--- src/sv/pts_pkg.sv ---
// ---------------------------------------------------------------------------
// pts_pkg
// Types, codes and constants shared by the priority task scheduler.
// ---------------------------------------------------------------------------
package pts_pkg;

  localparam int DefaultMaxTasks = 8;

  typedef enum logic [2:0] {
    OP_ADD    = 3'd0,
    OP_TICK   = 3'd1,
    OP_DELAY  = 3'd2,
    OP_NOTIFY = 3'd3,
    OP_SCHED  = 3'd4,
    OP_FINISH = 3'd5
  } op_t;

  typedef enum logic [2:0] {
    MODE_UNUSED  = 3'd0,
    MODE_READY   = 3'd1,
    MODE_RUNNING = 3'd2,
    MODE_DELAYED = 3'd3,
    MODE_BLOCKED = 3'd4
  } mode_t;

  typedef enum logic [1:0] {
    ST_OK      = 2'd0,
    ST_FULL    = 2'd1,
    ST_IGNORED = 2'd2,
    ST_BUSY    = 2'd3
  } status_t;

  typedef enum logic [2:0] {
    S_IDLE,
    S_READ,
    S_SCAN,
    S_WRITE,
    S_DONE
  } fsm_t;

  // one task table entry
  typedef struct packed {
    logic [2:0]  mode;
    logic [7:0]  prio;
    logic [31:0] delay;
    logic [31:0] notes;
    logic [31:0] runs;
  } entry_t;

endpackage

--- src/sv/priority_task_scheduler.sv ---
// ---------------------------------------------------------------------------
// priority_task_scheduler
// Priority scheduler with delay ticks over a task table memory; no preemption.
// ---------------------------------------------------------------------------
//  channel | handshake        | payload
//  in      | in_valid/in_stall| operation priority_req delay_amount task_index
//  out     | out_valid/out_stall | status selected_valid selected_task
//          |                  | tick_total switch_total counter_value
//
//  add, delay, notify, finish, schedule while a task runs and empty-table scans:
//  one request at a time, in the steps accept, read, write, result
//  tick and schedule: accept, read, table scan, write, result; one table entry
//  read per cycle on the single read port, ticks writing back counted-down delays
//  reset clears the task count and running flag; entries at or above the count are
//  never used, so the memory needs no clearing pass
//  a held result stalls the block until taken; the next request waits
// ---------------------------------------------------------------------------
module priority_task_scheduler import pts_pkg::*; #(
  parameter int MaxTasks = DefaultMaxTasks
) (
  input  logic        clk,
  input  logic        rst,
  input  logic        in_valid,
  output logic        in_stall,
  input  logic [2:0]  operation,
  input  logic [7:0]  priority_req,
  input  logic [31:0] delay_amount,
  input  logic [3:0]  task_index,
  output logic        out_valid,
  input  logic        out_stall,
  output logic [1:0]  status,
  output logic        selected_valid,
  output logic [2:0]  selected_task,
  output logic [31:0] tick_total,
  output logic [31:0] switch_total,
  output logic [31:0] counter_value
);

  localparam int IdxW = (MaxTasks > 1) ? $clog2(MaxTasks) : 1;
  localparam int CntW = $clog2(MaxTasks + 1);

  fsm_t state, state_next;

  logic [2:0]      op;
  logic [7:0]      prio;
  logic [31:0]     amount;
  logic [3:0]      tidx;
  logic [CntW-1:0] count;
  logic            run_valid;
  logic [IdxW-1:0] run_task;
  logic [31:0]     ticks;
  logic [31:0]     switches;
  logic [CntW-1:0] ptr;
  logic            found;
  logic [IdxW-1:0] best;
  logic [7:0]      best_p;
  logic            scan_live;
  logic [IdxW-1:0] cur;

  logic            we;
  logic [IdxW-1:0] waddr;
  entry_t          wdata;
  logic [IdxW-1:0] raddr;
  entry_t          rdata;

  pts_table #(.MaxTasks(MaxTasks), .IdxW(IdxW)) u_table (
    .clk(clk), .we(we), .waddr(waddr), .wdata(wdata), .raddr(raddr), .rdata(rdata)
  );

  logic notify_ok;
  logic scan_op;
  assign notify_ok = ({{(32-4){1'b0}}, tidx} < 32'(count));
  assign scan_op   = (op == OP_TICK) || (op == OP_SCHED && !run_valid);

  // next state
  always_comb begin
    state_next = state;
    case (state)
      S_IDLE:  if (in_valid) state_next = S_READ;
      S_READ: begin
        if (scan_op) begin
          state_next = (count == '0) ? S_WRITE : S_SCAN;
        end else begin
          state_next = S_WRITE;
        end
      end
      S_SCAN:  if (!scan_live && ptr == count) state_next = S_WRITE;
      S_WRITE: state_next = S_DONE;
      S_DONE:  if (!out_stall) state_next = S_IDLE;
      default: state_next = S_IDLE;
    endcase
  end

  assign in_stall  = (state != S_IDLE);
  assign out_valid = (state == S_DONE);

  // read address: scan pointer, the addressed task or the running task
  always_comb begin
    raddr = '0;
    case (op)
      OP_NOTIFY: raddr = tidx[IdxW-1:0] & {IdxW{notify_ok}};
      OP_DELAY,
      OP_FINISH: raddr = run_task;
      default:   raddr = ptr[IdxW-1:0];
    endcase
    if (scan_op && ptr >= CntW'(MaxTasks)) raddr = '0;
    // last scan cycle fetches the chosen entry for its write back
    if (state == S_SCAN && op == OP_SCHED && !scan_live) raddr = best;
  end

  // write port
  always_comb begin
    we    = 1'b0;
    waddr = cur;
    wdata = rdata;
    if (state == S_SCAN && scan_live && op == OP_TICK) begin
      if (rdata.mode == MODE_DELAYED && rdata.delay != '0) begin
        we          = 1'b1;
        wdata.delay = rdata.delay - 32'd1;
        if (rdata.delay == 32'd1) wdata.mode = MODE_READY;
      end
    end else if (state == S_WRITE) begin
      case (op)
        OP_ADD: begin
          we    = (count < CntW'(MaxTasks));
          waddr = count[IdxW-1:0];
          wdata = '{mode: MODE_READY, prio: prio, delay: '0, notes: '0, runs: '0};
        end
        OP_DELAY: begin
          we          = run_valid;
          waddr       = run_task;
          wdata.delay = amount;
          wdata.mode  = MODE_DELAYED;
        end
        OP_NOTIFY: begin
          we          = notify_ok;
          waddr       = tidx[IdxW-1:0];
          wdata.notes = rdata.notes + 32'd1;
          if (rdata.mode == MODE_BLOCKED) wdata.mode = MODE_READY;
        end
        OP_SCHED: begin
          we         = !run_valid && found;
          waddr      = best;
          wdata.mode = MODE_RUNNING;
        end
        OP_FINISH: begin
          we         = run_valid;
          waddr      = run_task;
          wdata.runs = rdata.runs + 32'd1;
          if (rdata.mode == MODE_RUNNING) wdata.mode = MODE_READY;
        end
        default: we = 1'b0;
      endcase
    end
  end

  logic sched_write;
  assign sched_write = (state == S_SCAN) && (op == OP_SCHED) && !run_valid;

  always_ff @(posedge clk) begin
    if (rst) begin
      state     <= S_IDLE;
      count     <= '0;
      run_valid <= 1'b0;
      run_task  <= '0;
      ticks     <= '0;
      switches  <= '0;
      ptr       <= '0;
      scan_live <= 1'b0;
      found     <= 1'b0;
    end else begin
      state <= state_next;
      case (state)
        S_IDLE: begin
          if (in_valid) begin
            op     <= operation;
            prio   <= priority_req;
            amount <= delay_amount;
            tidx   <= task_index;
            ptr    <= '0;
            found  <= 1'b0;
            best   <= '0;
            best_p <= '0;
            scan_live <= 1'b0;
          end
        end
        S_READ, S_SCAN: begin
          // pipelined scan: issue read at ptr, evaluate the registered entry in the next cycle
          if (scan_op) begin
            cur       <= ptr[IdxW-1:0];
            scan_live <= (ptr < count);
            if (ptr < count) ptr <= ptr + CntW'(1);
          end else begin
            cur <= raddr;
          end
          if (sched_write && scan_live && rdata.mode == MODE_READY &&
              (!found || rdata.prio >= best_p)) begin
            found  <= 1'b1;
            best   <= cur;
            best_p <= rdata.prio;
          end
        end
        S_WRITE: begin
          status         <= ST_IGNORED;
          selected_valid <= 1'b0;
          selected_task  <= '0;
          counter_value  <= '0;
          case (op)
            OP_ADD: begin
              if (count < CntW'(MaxTasks)) begin
                status        <= ST_OK;
                selected_task <= 3'(count);
                count         <= count + CntW'(1);
              end else begin
                status <= ST_FULL;
              end
            end
            OP_TICK: status <= ST_OK;
            OP_DELAY: begin
              if (run_valid) begin
                status        <= ST_OK;
                selected_task <= 3'(run_task);
              end
            end
            OP_NOTIFY: begin
              if (notify_ok) begin
                status        <= ST_OK;
                selected_task <= 3'(tidx);
                counter_value <= rdata.notes + 32'd1;
              end
            end
            OP_SCHED: begin
              if (run_valid) begin
                status        <= ST_BUSY;
                selected_task <= 3'(run_task);
              end else if (found) begin
                status         <= ST_OK;
                selected_valid <= 1'b1;
                selected_task  <= 3'(best);
                run_valid      <= 1'b1;
                run_task       <= best;
                switches       <= switches + 32'd1;
              end
            end
            OP_FINISH: begin
              if (run_valid) begin
                status        <= ST_OK;
                selected_task <= 3'(run_task);
                counter_value <= rdata.runs + 32'd1;
                run_valid     <= 1'b0;
                run_task      <= '0;
              end
            end
            default: status <= ST_IGNORED;
          endcase
          if (op == OP_TICK) begin
            ticks <= ticks + 32'd1;
          end
        end
        default: ;
      endcase
    end
  end

  assign tick_total   = ticks;
  assign switch_total = switches;

  a_count_max: assert property (@(posedge clk) disable iff (rst)
    count <= CntW'(MaxTasks)) else $error("task count overflow");
  a_run_in_table: assert property (@(posedge clk) disable iff (rst)
    run_valid |-> (CntW'(run_task) < count)) else $error("running task outside table");
  a_in_out_excl: assert property (@(posedge clk) disable iff (rst)
    !(out_valid && !in_stall)) else $error("accepting while result pending");
  a_tick_step: assert property (@(posedge clk) disable iff (rst)
    (state == S_WRITE && op == OP_TICK) |=> ticks == $past(ticks) + 32'd1)
    else $error("tick count step");

endmodule

--- src/sv/pts_table.sv ---
// ---------------------------------------------------------------------------
// pts_table
// Task table memory: one write port, one read port, registered read data.
// ---------------------------------------------------------------------------
module pts_table import pts_pkg::*; #(
  parameter int MaxTasks = DefaultMaxTasks,
  parameter int IdxW = (MaxTasks > 1) ? $clog2(MaxTasks) : 1
) (
  input  logic            clk,
  input  logic            we,
  input  logic [IdxW-1:0] waddr,
  input  entry_t          wdata,
  input  logic [IdxW-1:0] raddr,
  output entry_t          rdata
);

  entry_t mem [MaxTasks];

  always_ff @(posedge clk) begin
    if (we) begin
      mem[waddr] <= wdata;
    end
    rdata <= mem[raddr];
  end

endmodule

--- config.mk ---
export PLATFORM = sky130hd
export DESIGN_NAME = priority_task_scheduler
export DESIGN_NICKNAME = d
export VERILOG_FILES = /design/src/sv/pts_pkg.sv /design/src/sv/priority_task_scheduler.sv /design/src/sv/pts_table.sv
export SDC_FILE = /design/constraint.sdc
export NUM_CORES = 2
export LEC_CHECK = 0
export BUFFER_PORTS_ARGS = -buffer_cell sky130_fd_sc_hd__buf_2
export CORE_MARGIN = 1
export CORE_UTILIZATION = 60
export DETAILED_ROUTE_END_ITERATION = 16
export PLACE_DENSITY_LB_ADDON = 0.05
export SLEW_MARGIN = 0
export SYNTH_ARGS = -nofsm -noshare
export SYNTH_HDL_FRONTEND = slang
export SYNTH_HIERARCHICAL = 1
export SYNTH_SLANG_ARGS = --single-unit
--- constraint.sdc ---
create_clock -name clk -period 23.3 [get_ports clk]
set_input_delay 3.495 -clock clk [delete_from_list [all_inputs] [get_ports clk]]
set_output_delay 3.495 -clock clk [all_outputs]
set_load 0.02 [all_outputs]
==> impl_metrics.toml <==
[timing]
drv_slew = 0
worst_pin_slew_ps = 1181
tns_ps = 0
timing.fmax_mhz = 171.6
skew_ps = 27.58
period_share = 0.2501
rsz0062_at_grt = "no"
finalSetupViolations = 0
report.final.hold_viol_count = 0
slew-limit-headroom = 0.2086
post-route-min-period_ps = 5827

[power_and_ir_drop]
p_int_mw = 3.610
vdd.ir_drop.worst_mv = 0.07871
combinationalPowerShare = 0.094
p_leak_nw = 16.83
p_sw_frac = 0.2313
seq_power_share = 0.513
p_switching_mw = 1.086
p_clk_frac = 0.393
power_density_nw_per_um2 = 90.93

[hold_path]
min-delay-start = "switch_total[1]$_SDFFE_PP0P_"
min_path_type = "flop to flop"

[detailed_routing]
antenna_left = 0
num_vias = 25668
vias_per_cell = 6.357
drc_errors = 0
wl_mm = 102.7
wl_per_cell_um = 25.44
dr.pass1.iters = 6
drt_iter0_drc = 2511

[grt]
grt_pass1_vias = 25796
grt_max_degree = 141
use_met1 = 0.3819
grt-ovfl-total = 0
antenna_found_initial = 1
grt_pass1_wl_mm = 155.3
met3_usage = 0.04200
grt_usage = 0.2660
use_met2 = 0.4257
grt_busiest_layer = "met2"

[worst_setup_path]
cp-startpoint = "op[2]$_DFFE_PP_"
rrSetupSlack_ps = 17470
worstSetupEndpoint = "u_table/mem[7][69]$_DFFE_PP_"
cp_max_fo = 45
setup.worst_path.end_class = "flop"
critPathArrivalTime_ps = 6120
r2r_end = "u_table/mem[7][69]$_DFFE_PP_"
r2r_start = "op[2]$_DFFE_PP_"
cp.required_ps = 23590
rr_worst_depth = 9
worst-setup-path-type = "flop to flop"
start_kind = "flop"

[cts]
cts_resized = 0
cts_setup_buffers = 0
clk_latency_ps = 670
ctsHoldBuffers = 0
clockBufferDepth = 3
h-tree-depth = 3
cts_root_buf = "clkbuf_16"
cts.sinks = 1143
cts_tree = "built"
path_clk_slew_ps = 60
cts_made_buffers = 113

[final_layout]
fin_area_um2 = 51640
n_antenna_cell = 0
final_common_cell = "edfxtp_1"
final_cell_mix = "edfxtp_1, mux4_2, dfxtp_1"
fin_nets = 2989
drive_above_1_share = 0.2473
area_delta_synth_final_pct = 12.30

[yosys]
synth_nets = 2815
synthArstFlopShare = 0
synth_top_family_by_area = "multiplexers"
synth_compound_area_frac = 0.04582
synthSimpleGateAreaFrac = 0.06484
yosys_warnings = 6
synth_seq_cells = 1143
synth_edf_count = 955
synth.distinct_cells = 70
synth_xor_area_frac = 0.02362
syn-instance-count = 2736
ys.flop_type = "edfxtp_1"
synthMuxAreaShare = 0.1341
yosys.area.top_type = "edfxtp_1"
synth.area.top_cells = "edfxtp_1, mux4_2, dfxtp_1"
yosysSeqAreaShare = 0.7054
synthesis.area_um2 = 45990
syn_avg_cell_area_um2 = 16.81
synth_fa_ha_area_frac = 0.007618
synth_top_area_share = 0.6236

[placed_design]
gp_congestion = 0.8649
place_area_um2 = 47830
io_buffers = 154
dp_hpwl_mm = 60.03

[job]
cap_violations = 0

[die]
die_y_um = 278.8
die_area_um2 = 77750
rows = 101
core_um2 = 75950
dieWidth_um = 278.8
ios = 155
start_util = 0.6055

[status]
status = "finished, final reports clean"
[kinds of logic (layout without fill, tap and decap cells)]
kind of cell               after synthesis  count (layout)
buffers and inverters                  178             450
and+or+nand+nor                        591             591
AOI/OAI and AO/OA                      338             338
DFF                                   1143            1143
muxes                                  334             334
xor gates and xnor gates               124             124
adders and majority gates               28              28
[per-stage QoR]
stage	util	hold WS, ps	cells	total power, mW	worst slack (ps)
floorplan	-	466.2	2736	2.753	13500
global placement	0.6297	475.0	3825	2.873	17800
detailed placement	0.6297	489.7	3825	2.890	17610
CTS	0.6800	499.4	4038	4.722	17570
global route	0.6800	522.7	4038	4.844	17160
finish	0.6800	502.8	4038	4.696	17470
[layout make-up]
cell class	count	area (µm²)
Sequential cell	1143	32440
Multi-Input combinational cell	1415	12810
Clock buffer	150	3162
Inverter	36	135.1
Fill cell	5039	24310
Timing Repair Buffer	201	1149
Tap cell	1030	1289
Clock inverter	63	654.4
[synth_stat cells (8+ instances only)]
library cell,n
inv_1,36
nand3_1,70
nor2_1,142
o21ai_0,119
nand4_1,41
or3_1,22
nand2b_1,12
buf_1,8
nand2_1,143
and4_1,12
and3_1,39
buf_2,24
mux4_2,214
and2_1,22
a22oi_1,11
o22ai_1,30
nor4_1,14
buf_6,19
dfxtp_1,188
o211ai_1,9
edfxtp_1,955
xnor2_1,52
clkbuf_1,90
nor3_1,27
ha_1,28
a21oi_1,56
xor2_1,72
o31ai_1,35
mux2_2,118
a31oi_1,30
[critical path, cell delays in order (launching register included)]
cell and delay [ps]:
edfxtp_1 830, nor2b_1 510, nand2_1 520, nand2_1 320
a222oi_1 90, o21ai_0 600, nand2_1 290, nor2_4 680
buf_4 760, buf_4 760
[power by group through the flow]
stage               clock, mW  sequential, mW  combinational, mW
global placement            0            2.45              0.425
global route             1.95            2.41              0.479
floorplan                   0            2.42              0.330
detailed placement          0            2.45              0.441
CTS                      1.87            2.41              0.443
finish                   1.84            2.41              0.442
[how the worst min path moves through the flow]
stage                              endpoint  slack, ps  cells after the start
2_1_floorplan         count[1]$_SDFFE_PP0P_        470                      2
3_3_place_gp   switch_total[1]$_SDFFE_PP0P_        480                      2
3_5_place_dp          count[1]$_SDFFE_PP0P_        490                      2
4_1_cts               count[1]$_SDFFE_PP0P_        500                      2
5_1_grt        switch_total[1]$_SDFFE_PP0P_        520                      2
6_report       switch_total[1]$_SDFFE_PP0P_        500                      2
[flip-flops by register name, summed over array words and instances, names as in the netlist]
signal          flops
switch_total       32
state               3
status              2
op                  3
u_table/mem       856
prio                8
selected_task       3
run_task            3
u_table/rdata     107
found               1
cur                 3
best_p              8
ptr                 4
tidx                4
count               4
tick_total         32
amount             32
best                3
counter_value      32
run_valid           1
scan_live           1
selected_valid      1
[layer usage]
layer | wire, µm | vias up
li1 | - | 11177
met1 | 42900 | 13173
met2 | 49470 | 1139
met3 | 7875 | 179
met4 | 2482 | 0
met5 | 0 | -
(Power assumes the default switching activity.)
